File: config.mk
export PLATFORM = sky130hd
export DESIGN_NAME = windowed_sum_flow_detector
export DESIGN_NICKNAME = d
export VERILOG_FILES = /design/src/design/wsfd_pkg.sv /design/src/design/windowed_sum_flow_detector.sv
export SDC_FILE = /design/constraint.sdc
export NUM_CORES = 1
export LEC_CHECK = 0
export BUFFER_PORTS_ARGS = -buffer_cell sky130_fd_sc_hd__clkbuf_2
export CORE_UTILIZATION = 62
export CTS_BUF_LIST = sky130_fd_sc_hd__clkbuf_8 sky130_fd_sc_hd__clkbuf_16
export DETAILED_ROUTE_END_ITERATION = 10
export HOLD_SLACK_MARGIN = 0.05
export PLACE_DENSITY = 0.82
export SLEW_MARGIN = 20
export SYNTH_ARGS = -nofsm -noshare
export SYNTH_HDL_FRONTEND = slang
export SYNTH_SLANG_ARGS = --single-unit
File: constraint.sdc
create_clock -name clk -period 6.41 [get_ports clk]
set_input_delay 1.282 -clock clk [delete_from_list [all_inputs] [get_ports clk]]
set_output_delay 1.282 -clock clk [all_outputs]
set_load 0.02 [all_outputs]
File: src/design/wsfd_pkg.sv
// Constants and register indexes of the windowed-sum flow detector.
// No dependencies; used by scoped names from the top level, the checker and the bench.
package wsfd_pkg;

	localparam int WINDOW_LEN = 15;
	localparam int ADDR_W     = (WINDOW_LEN > 1) ? $clog2(WINDOW_LEN) : 1;
	localparam int ENTRY_MAX  = 255;
	localparam int SUM_MAX    = WINDOW_LEN * ENTRY_MAX;
	localparam int SUM_W      = $clog2(SUM_MAX + 1);
	localparam int OUT_SUM_W  = 12;
	localparam int SUM_X_W    = (SUM_W > OUT_SUM_W) ? SUM_W : OUT_SUM_W;
	localparam int OUT_SUM_MAX = (1 << OUT_SUM_W) - 1;

	localparam logic [6:0]  ENTRY_SCALE = 7'd120;
	localparam logic [15:0] THRESHOLD_RESET = 16'd500;
	localparam logic [7:0]  FILL_RESET = 8'd66;

	localparam int CFG_IDX_W  = 2;
	localparam int CFG_DATA_W = 16;
	localparam logic [CFG_IDX_W-1:0] REG_FLOW_THRESHOLD = 2'd0;
	localparam logic [CFG_IDX_W-1:0] REG_FILL_VALUE     = 2'd1;

	localparam logic [1:0] MODE_AUTO_START = 2'd0;

	localparam int IN_DATA_W  = 24;
	localparam int OUT_DATA_W = 16;

endpackage

File: src/design/windowed_sum_flow_detector.sv
// Windowed-sum flow detector: throughput one beat per clock while the output is not stalled; an accepted
// input beat passes stage 1 and the output register (read window memory, then update sum and write back).
// The window lives in a one-read/one-write synchronous RAM; a refill clears per-entry valid
// flops, so an entry not yet rewritten reads as the latched fill value. No clearing pass.
// arst_n clears control state: window reads as fill value 66, sum 15*66, pointer 0, rearm set,
// threshold 500. Depends on wsfd_pkg.
module windowed_sum_flow_detector (
	input  logic                                clk,
	input  logic                                arst_n,
	// input stream
	input  logic                                s_tvalid,
	output logic                                s_tready,
	input  logic [wsfd_pkg::IN_DATA_W-1:0]      s_tdata,  // sample[15:0], hold[16], mode[18:17]
	// result stream
	output logic                                m_tvalid,
	input  logic                                m_tready,
	output logic [wsfd_pkg::OUT_DATA_W-1:0]     m_tdata,  // window_sum[11:0], flow_present[12]
	// configuration writes
	input  logic                                cfg_we,
	input  logic [wsfd_pkg::CFG_IDX_W-1:0]      cfg_index,
	input  logic [wsfd_pkg::CFG_DATA_W-1:0]     cfg_data
);

	localparam int AW = wsfd_pkg::ADDR_W;
	localparam int SW = wsfd_pkg::SUM_W;
	localparam int XW = wsfd_pkg::SUM_X_W;
	localparam int OW = wsfd_pkg::OUT_SUM_W;

	// ---------------- configuration registers ----------------
	logic [15:0] threshold_q;
	logic [7:0]  fill_q;

	always_ff @(posedge clk or negedge arst_n) begin
		if (!arst_n) begin
			threshold_q <= wsfd_pkg::THRESHOLD_RESET;
			fill_q      <= wsfd_pkg::FILL_RESET;
		end else if (cfg_we) begin
			case (cfg_index)
				wsfd_pkg::REG_FLOW_THRESHOLD: threshold_q <= cfg_data;
				wsfd_pkg::REG_FILL_VALUE:     fill_q      <= cfg_data[7:0];
				default: ;  // unknown index: ignored
			endcase
		end
	end

	// ---------------- input decode (stage 0) ----------------
	logic signed [15:0] sample;
	logic               hold;
	logic [1:0]         mode;
	assign sample = s_tdata[15:0];
	assign hold   = s_tdata[16];
	assign mode   = s_tdata[18:17];

	logic accept;
	logic valid_s1;
	logic s1_go;

	assign s1_go    = valid_s1 && (!m_tvalid || m_tready);
	assign s_tready = !valid_s1 || s1_go;
	assign accept   = s_tvalid && s_tready;

	// Control decisions need only flop state and the input beat, so they resolve at accept.
	logic          rearm_q;
	logic [AW-1:0] ptr_q;
	logic          do_refill;
	logic          do_write;
	logic [AW-1:0] ptr_inc;

	assign do_refill = rearm_q && (mode == wsfd_pkg::MODE_AUTO_START);
	assign do_write  = !do_refill && !hold;
	assign ptr_inc   = (ptr_q == AW'(wsfd_pkg::WINDOW_LEN - 1)) ? '0 : ptr_q + AW'(1);

	always_ff @(posedge clk or negedge arst_n) begin
		if (!arst_n) begin
			rearm_q <= 1'b1;
			ptr_q   <= '0;
		end else if (accept) begin
			rearm_q <= do_refill ? 1'b0 : (rearm_q | mode[1]);
			if (do_refill)
				ptr_q <= '0;
			else if (do_write)
				ptr_q <= ptr_inc;
		end
	end

	// Scaled magnitude: (120*|sample|) >> 12, saturated to 255.
	logic [16:0] mag;
	logic [23:0] prod;
	logic [7:0]  entry_new;

	assign mag       = sample[15] ? (17'h10000 - {1'b0, sample}) : {1'b0, sample};
	assign prod      = 24'(mag) * 24'(wsfd_pkg::ENTRY_SCALE);
	assign entry_new = (|prod[23:20]) ? 8'(wsfd_pkg::ENTRY_MAX) : prod[19:12];

	// ---------------- window memory ----------------
	logic [7:0] win_mem [wsfd_pkg::WINDOW_LEN];
	logic [7:0] rd_q;
	logic       win_vld_q [wsfd_pkg::WINDOW_LEN];
	logic [7:0] refill_val_q;

	// stage 1 pipeline registers
	logic          refill_s1;
	logic          write_s1;
	logic [AW-1:0] addr_s1;
	logic [7:0]    entry_s1;
	logic          fwd_s1;
	logic [7:0]    fwd_data_s1;

	always_ff @(posedge clk) begin
		if (accept)
			rd_q <= win_mem[ptr_q];
		if (s1_go && write_s1)
			win_mem[addr_s1] <= entry_s1;
	end

	always_ff @(posedge clk or negedge arst_n) begin
		if (!arst_n) begin
			valid_s1 <= 1'b0;
		end else if (accept) begin
			valid_s1 <= 1'b1;
		end else if (s1_go) begin
			valid_s1 <= 1'b0;
		end
	end

	// Payload of stage 1. Forward when the read just issued hits the entry being written.
	always_ff @(posedge clk) begin
		if (accept) begin
			refill_s1   <= do_refill;
			write_s1    <= do_write;
			addr_s1     <= ptr_q;
			entry_s1    <= entry_new;
			fwd_s1      <= s1_go && write_s1 && (addr_s1 == ptr_q);
			fwd_data_s1 <= entry_s1;
		end
	end

	// ---------------- stage 1: read-modify-write of the sum ----------------
	logic [7:0]    old_entry;
	logic [SW-1:0] sum_q;
	logic [SW-1:0] sum_next;
	logic [SW-1:0] sum_refill;

	assign old_entry  = fwd_s1 ? fwd_data_s1 :
	                    (win_vld_q[addr_s1] ? rd_q : refill_val_q);
	assign sum_refill = SW'(wsfd_pkg::WINDOW_LEN * fill_q);
	assign sum_next   = refill_s1 ? sum_refill :
	                    write_s1  ? (sum_q - SW'(old_entry) + SW'(entry_s1)) : sum_q;

	always_ff @(posedge clk or negedge arst_n) begin
		if (!arst_n) begin
			sum_q        <= SW'(wsfd_pkg::WINDOW_LEN * wsfd_pkg::FILL_RESET);
			refill_val_q <= wsfd_pkg::FILL_RESET;
			for (int i = 0; i < wsfd_pkg::WINDOW_LEN; i++)
				win_vld_q[i] <= 1'b0;
		end else if (s1_go) begin
			sum_q <= sum_next;
			if (refill_s1) begin
				refill_val_q <= fill_q;
				for (int i = 0; i < wsfd_pkg::WINDOW_LEN; i++)
					win_vld_q[i] <= 1'b0;
			end else if (write_s1) begin
				win_vld_q[addr_s1] <= 1'b1;
			end
		end
	end

	// ---------------- output register ----------------
	logic [XW-1:0] sum_ext;
	logic [OW-1:0] sum_sat;
	logic          flow_now;
	logic [OW-1:0] out_sum_q;
	logic          out_flow_q;

	assign sum_ext  = XW'(sum_next);
	assign sum_sat  = (sum_ext > XW'(wsfd_pkg::OUT_SUM_MAX)) ? OW'(wsfd_pkg::OUT_SUM_MAX)
	                                                         : sum_ext[OW-1:0];
	assign flow_now = (16'(sum_next) >= threshold_q);

	always_ff @(posedge clk or negedge arst_n) begin
		if (!arst_n) begin
			m_tvalid <= 1'b0;
		end else if (s1_go) begin
			m_tvalid <= 1'b1;
		end else if (m_tready) begin
			m_tvalid <= 1'b0;
		end
	end

	always_ff @(posedge clk) begin
		if (s1_go) begin
			out_sum_q  <= sum_sat;
			out_flow_q <= flow_now;
		end
	end

	assign m_tdata = {3'b000, out_flow_q, out_sum_q};

endmodule

### After elaboration in Yosys (flattened, before gate mapping)

Memories as Yosys holds them, arrays and structs flattened. A register that Yosys moved wholly into a read port is not among the register bits.
Cells that the tools add are included.

| operators by class | value |
|---|---|
| add/sub/neg operators | 4 |
| multiply operators | 2 |
| magnitude comparators | 4 |
| equality and inequality tests | 3 |
| muxes and demuxes | 22 |
| bitwise logic cells | 3 |
| reductions and logical operators | 25 |

Operator list:

| operator | number |
|---|---|
| two-way mux 15 bit | 2 |
| two-way mux 12 bit | 2 |
| multiplier 17 x 4 -> 21 bit (second input constant) | 1 |
| two-way mux 17 bit | 1 |
| subtractor 17 x 16 -> 17 bit (first input constant) | 1 |
| >= comparator 12 x 16 -> 1 bit | 1 |
| two-way mux 8 bit | 2 |
| OR 15 bit | 1 |
| adder 12 x 8 -> 12 bit | 1 |
| greater-than comparator 12 bit (second input constant) | 1 |
| multiplier 4 x 8 -> 12 bit (first input constant) | 1 |
| two-way mux 4 bit | 3 |
| subtractor 12 x 8 -> 12 bit | 1 |
| two-way mux 1 bit | 10 |
| AND reduction 2 bit | 5 |
| nonzero test 2 bit | 4 |
| logical AND 1 bit | 7 |
| >= comparator 5 bit (second input constant) | 1 |
| less-than comparator 5 x 1 -> 1 bit (second input constant) | 1 |
| inverter 4 -> 5 bit | 1 |
| adder 4 x 1 -> 4 bit (second input constant) | 1 |
| binary-select mux 1 bit (select 4 bit) | 1 |
| demux 1 bit (select 4 bit) | 1 |
| equality test 4 bit | 1 |
| 7 further kinds | 12 |

| storage, ports and cells | value |
|---|---|
| flip-flop bits (word level) | 102 |
| RAM bits | 120 |
| input bits | 47 |
| output and inout port bits | 18 |
| memories | 1 |

Memory list:

| name | depth | width | read ports | clocked after Yosys merged registers in | wr ports | RTL line | text |
|---|---|---|---|---|---|---|---|
| win_mem | 15 | 8 | 1 | 1 | 1 | windowed_sum_flow_detector.sv:96 | `logic [7:0] win_mem [wsfd_pkg::WINDOW_LEN];` |

### Longest topological paths before layout

| depth | value |
|---|---|
| depth after elaboration | 11 |
| mapped depth | 23 |

### Worst setup path after synthesis

No wires, ideal clock.

| path | value |
|---|---|
| path kind | in2reg |
| from | input port s_tdata[8] (netlist name) |
| to | register entry_s1[6] (data pin) |
| data arrival time | 5.693 ns |
| data required time | 6.120 ns |
| setup slack | 0.427 ns |
| stages | 16 |
| buffers on the path | 1 |
| path through | or4_1 or3_1 o41ai_1 xnor2_1 inv_1 fa_1 inv_1 fa_1 ha_1 clkbuf_1 nand2_1 o211ai_1 a21o_1 or3_1 a221oi_2 o2111ai_1 |

| on the way | value |
|---|---|
| word-level cells in the longest chain between the ends | 4 |

Ends and longest elaborated chain:

| item | RTL line | text |
|---|---|---|
| from (decl) | windowed_sum_flow_detector.sv:13 | `input logic [wsfd_pkg::IN_DATA_W-1:0] s_tdata,` |
| subtractor 17 x 16 -> 17 bit | windowed_sum_flow_detector.sv:91 | `assign mag = sample[15] ? (17'h10000 - {1'b0, sample}) : {1'b0, sample};` |
| two-way mux 17 bit * | windowed_sum_flow_detector.sv:91 |  |
| multiplier 17 x 4 -> 21 bit * | windowed_sum_flow_detector.sv:92 | `assign prod = 24'(mag) * 24'(wsfd_pkg::ENTRY_SCALE);` |
| OR reduction 4 bit | windowed_sum_flow_detector.sv:93 | `assign entry_new = (\|prod[23:20]) ? 8'(wsfd_pkg::ENTRY_MAX) : prod[19:12];` |
| to (signal assigned) | windowed_sum_flow_detector.sv:132 | `entry_s1 <= entry_new;` |
| to (decl) | windowed_sum_flow_detector.sv:105 | `logic [7:0] entry_s1;` |

Mark *: on every way between the ends. The rest lies on a longest branch, timed or not.
A chain may end at the register's enable or synchronous reset.

### Final worst setup path

| path | value |
|---|---|
| from | input port s_tdata[4] (netlist name) |
| to | register entry_s1[2] (data pin) |

The elaborated chain is that of the path after synthesis.

==> flow_summary.ini <==
[run_status]
status = complete, no violations

[floorplanning]
dieArea_mm2 = 0.0211
die_w_um = 145
start_util_pct = 63.0
fp.dieH_um = 145
rows = 52
pin_count = 65
core_area_mm2 = 0.0202

[clocking]
clockBufferDepth = 3
cts_resized = 0
tritoncts = done
path_clk_slew_ns = 0.06
clkLatencyLatePin_ns = 0.52
cts_sinks = 230
cts_htree_levels = 1
cts_buffers = 24
hold_buffers = 0
clockRootBuffer = clkbuf_16
cts_setup_buffers = 0

[routing]
antenna_left = 0
routed-wl-met3_mm = 1.90
initialDrtViolationCount = 674
met1Wirelength_mm = 11.5
top_layer = met4
vias_per_cell = 6.09
via_count = 8473
wl_per_cell_um = 19.7
wl_met2_mm = 13.2
firstDrtPassIters = 8
drcViolationCount = 0
wirelength_mm = 27.4

[worst_setup_path]
worst-endpoint-arrival_ns = 6.07
r2r_end = out_flow_q$_DFFE_PP_
cp-end-kind = flip-flop
path_class = primary input to flip-flop
r2r.worst_path.cells = 17
required_ns = 6.68
ff2ff_setup_slack_ns = 0.65
endpoint = entry_s1[2]$_SDFFCE_PP1P_
r2r_start = addr_s1[0]$_DFFE_PP_
worst-path-max-fanout = 8
setup.worst_path.start = s_tdata[4]
start_kind = primary input

[min_path]
hp-class = flip-flop to flip-flop
hold-path-cell-count = 2

[logic_synthesis]
yosysMostFrequentCell = edfxtp_1
ys_seq_area_share_pct = 51.9
netlist.area_leader.share_pct = 38.7
syn-cell-area_mm2 = 0.0127
synth_top_family_by_area = adder cells
synth-edff-count = 164
yosys.area_share.simple_pct = 9.23
synth_top_flop_cell = edfxtp_1
synth_fa_ha_area_share_pct = 14.5
synth_common_cells = 164 x edfxtp_1, 103 x nand2_1, 78 x inv_1
synth_compound_area_share_pct = 10.5
muxShareOfSynthArea_pct = 7.14
synth_xor_area_share_pct = 2.82
yosysUniqueCellTypes = 59
async_flop_share_pct = 28.7
ys_warn_count = 0
syn-instance-count = 1046
ys_ff_latch = 230
yosys-top-cells-area = edfxtp_1 39%, dfrtp_1 9.2%, fa_1 8.0%, ha_1 6.5%, dfstp_2 3.9%
syn_avg_cell_area_um2 = 12.2
yosysTopAreaCell = edfxtp_1

[pwr]
powerDensity_mw_per_mm2 = 483
p_total_uw = 6760
vdd_drop_max_uv = 223
p_leak_uw = 0.00550

[final_layout]
nets = 1268
diodes = 0
finalInstanceArea_mm2 = 0.0140
drive_above_1_share_pct = 15.3
area_growth_pct = 10.2

[sta]
finalSetupViolCount = 0
max_freq_mhz = 172
rsz0062_at_grt = false
finalCritPeriodShare_pct = 90.5
finalHoldViolCount = 0
fin_setup_tns_ns = 0
period_needed_ns = 5.80
tightest_slew_ns = 1.04
whs_ns = 0.461
worst_clock_skew_ns = 0.0133
finalMaxSlewViolations = 0
relSlewSlack_pct = 30.4

[global_route]
grt_antenna_before_repair = 0
grt_pass1_wl_mm = 44.7
overflow = 0
grt_pass1_vias = 8592
track_usage_pct = 27.0
grt_max_degree = 67

[placed_design]
placed_area_mm2 = 0.0133
gp_congestion = 0.919
portBuffers = 56
place_hpwl_mm = 18.7

[job]
maxCapViolCount = 0
[critical path, stage by stage]
cell and delay [ns]:
clkbuf_2 0.11, nor4_1 0.41, nand2_1 0.18, or3_1 0.40, o21ai_0 0.23, xnor2_1 0.30
inv_1 0.13, fa_1 0.56, inv_1 0.06, fa_1 0.48, ha_1 0.41, nand2_1 0.12
o211ai_1 0.14, a21o_1 0.21, or3_1 0.36, a221oi_2 0.42, buf_4 0.21, nand2_1 0.05
[area by class of cell]
type                       count  area [µm²]
clock buffer                  24         601
clock inverter                20         139
sequential                   230        6600
tap                          270         338
multi-input combinational    701        5660
fill                        1399        6160
timing repair buffer          69         378
inverter                      78         293
[worst min path at each step]
stage	start	end	slack (ns)
6_report	refill_val_q[1]$_DFFE_PN1P_	refill_val_q[1]$_DFFE_PN1P_	0.46
5_1_grt	refill_val_q[1]$_DFFE_PN1P_	refill_val_q[1]$_DFFE_PN1P_	0.49
4_1_cts	refill_val_q[1]$_DFFE_PN1P_	refill_val_q[1]$_DFFE_PN1P_	0.46
3_5_place_dp	refill_val_q[1]$_DFFE_PN1P_	refill_val_q[1]$_DFFE_PN1P_	0.45
3_3_place_gp	refill_val_q[1]$_DFFE_PN1P_	refill_val_q[1]$_DFFE_PN1P_	0.45
2_1_floorplan	refill_val_q[1]$_DFFE_PN1P_	refill_val_q[1]$_DFFE_PN1P_	0.44
[routing by layer]
| metal | vias up | GRT usage [%] |
|---|---|---|
| li1 | 3869 | - |
| met1 | 4177 | 37.1 |
| met2 | 368 | 44.3 |
| met3 | 59 | 3.96 |
| met4 | 0 | 9.16 |
| met5 | - | 0 |
[cell usage in the layout (no fill, tap or decap), types with 19 or more instances in the layout]
| master | instances |
|---|---|
| fa_1 | 51 |
| clkbuf_16 | 24 |
| nor2_1 | 71 |
| edfxtp_1 | 164 |
| ha_1 | 66 |
| a21oi_1 | 51 |
| nand2_1 | 103 |
| clkbuf_2 | 55 |
| o21ai_0 | 74 |
| mux4_2 | 20 |
| dfrtp_1 | 46 |
| mux2i_1 | 30 |
| inv_1 | 79 |
| dfstp_2 | 19 |
| xnor2_1 | 29 |
[per-stage QoR]
step	cells	worst slack (ns)	utilization, %
finish	1392	0.611	69.5
global route	1392	0.241	69.5
CTS	1392	0.656	69.5
detailed placement	1348	0.137	65.8
global placement	1348	0.251	65.8
floorplan	1052	0.427	-
[power breakdown]
part	total (µW)	switching (µW)	internal (µW)	leakage (µW)
combinational	3260	1930	1330	0.00289
clock	1300	571	725	0.000357
sequential	2210	251	1960	0.00225
total	6760	2750	4010	0.00550
[cell families after synthesis]
kind of cell               count (synthesis)
and+or+nand+nor                          258
DFF                                      230
AOI/OAI and AO/OA                        213
buffers and inverters                    121
adders and majority gates                117
muxes                                     64
xor gates and xnor gates                  41
other                                      2
[registers in the layout, summed over array words and instances, names as in the netlist, 4 cells and up]
name / count
addr_s1: 4
entry_s1: 8
fill_q: 8
fwd_data_s1: 8
out_sum_q: 12
ptr_q: 4
rd_q: 8
refill_val_q: 8
sum_q: 12
threshold_q: 16
win_mem: 120
win_vld_q: 15
Note: power is estimated with default switching activity, not from simulation.
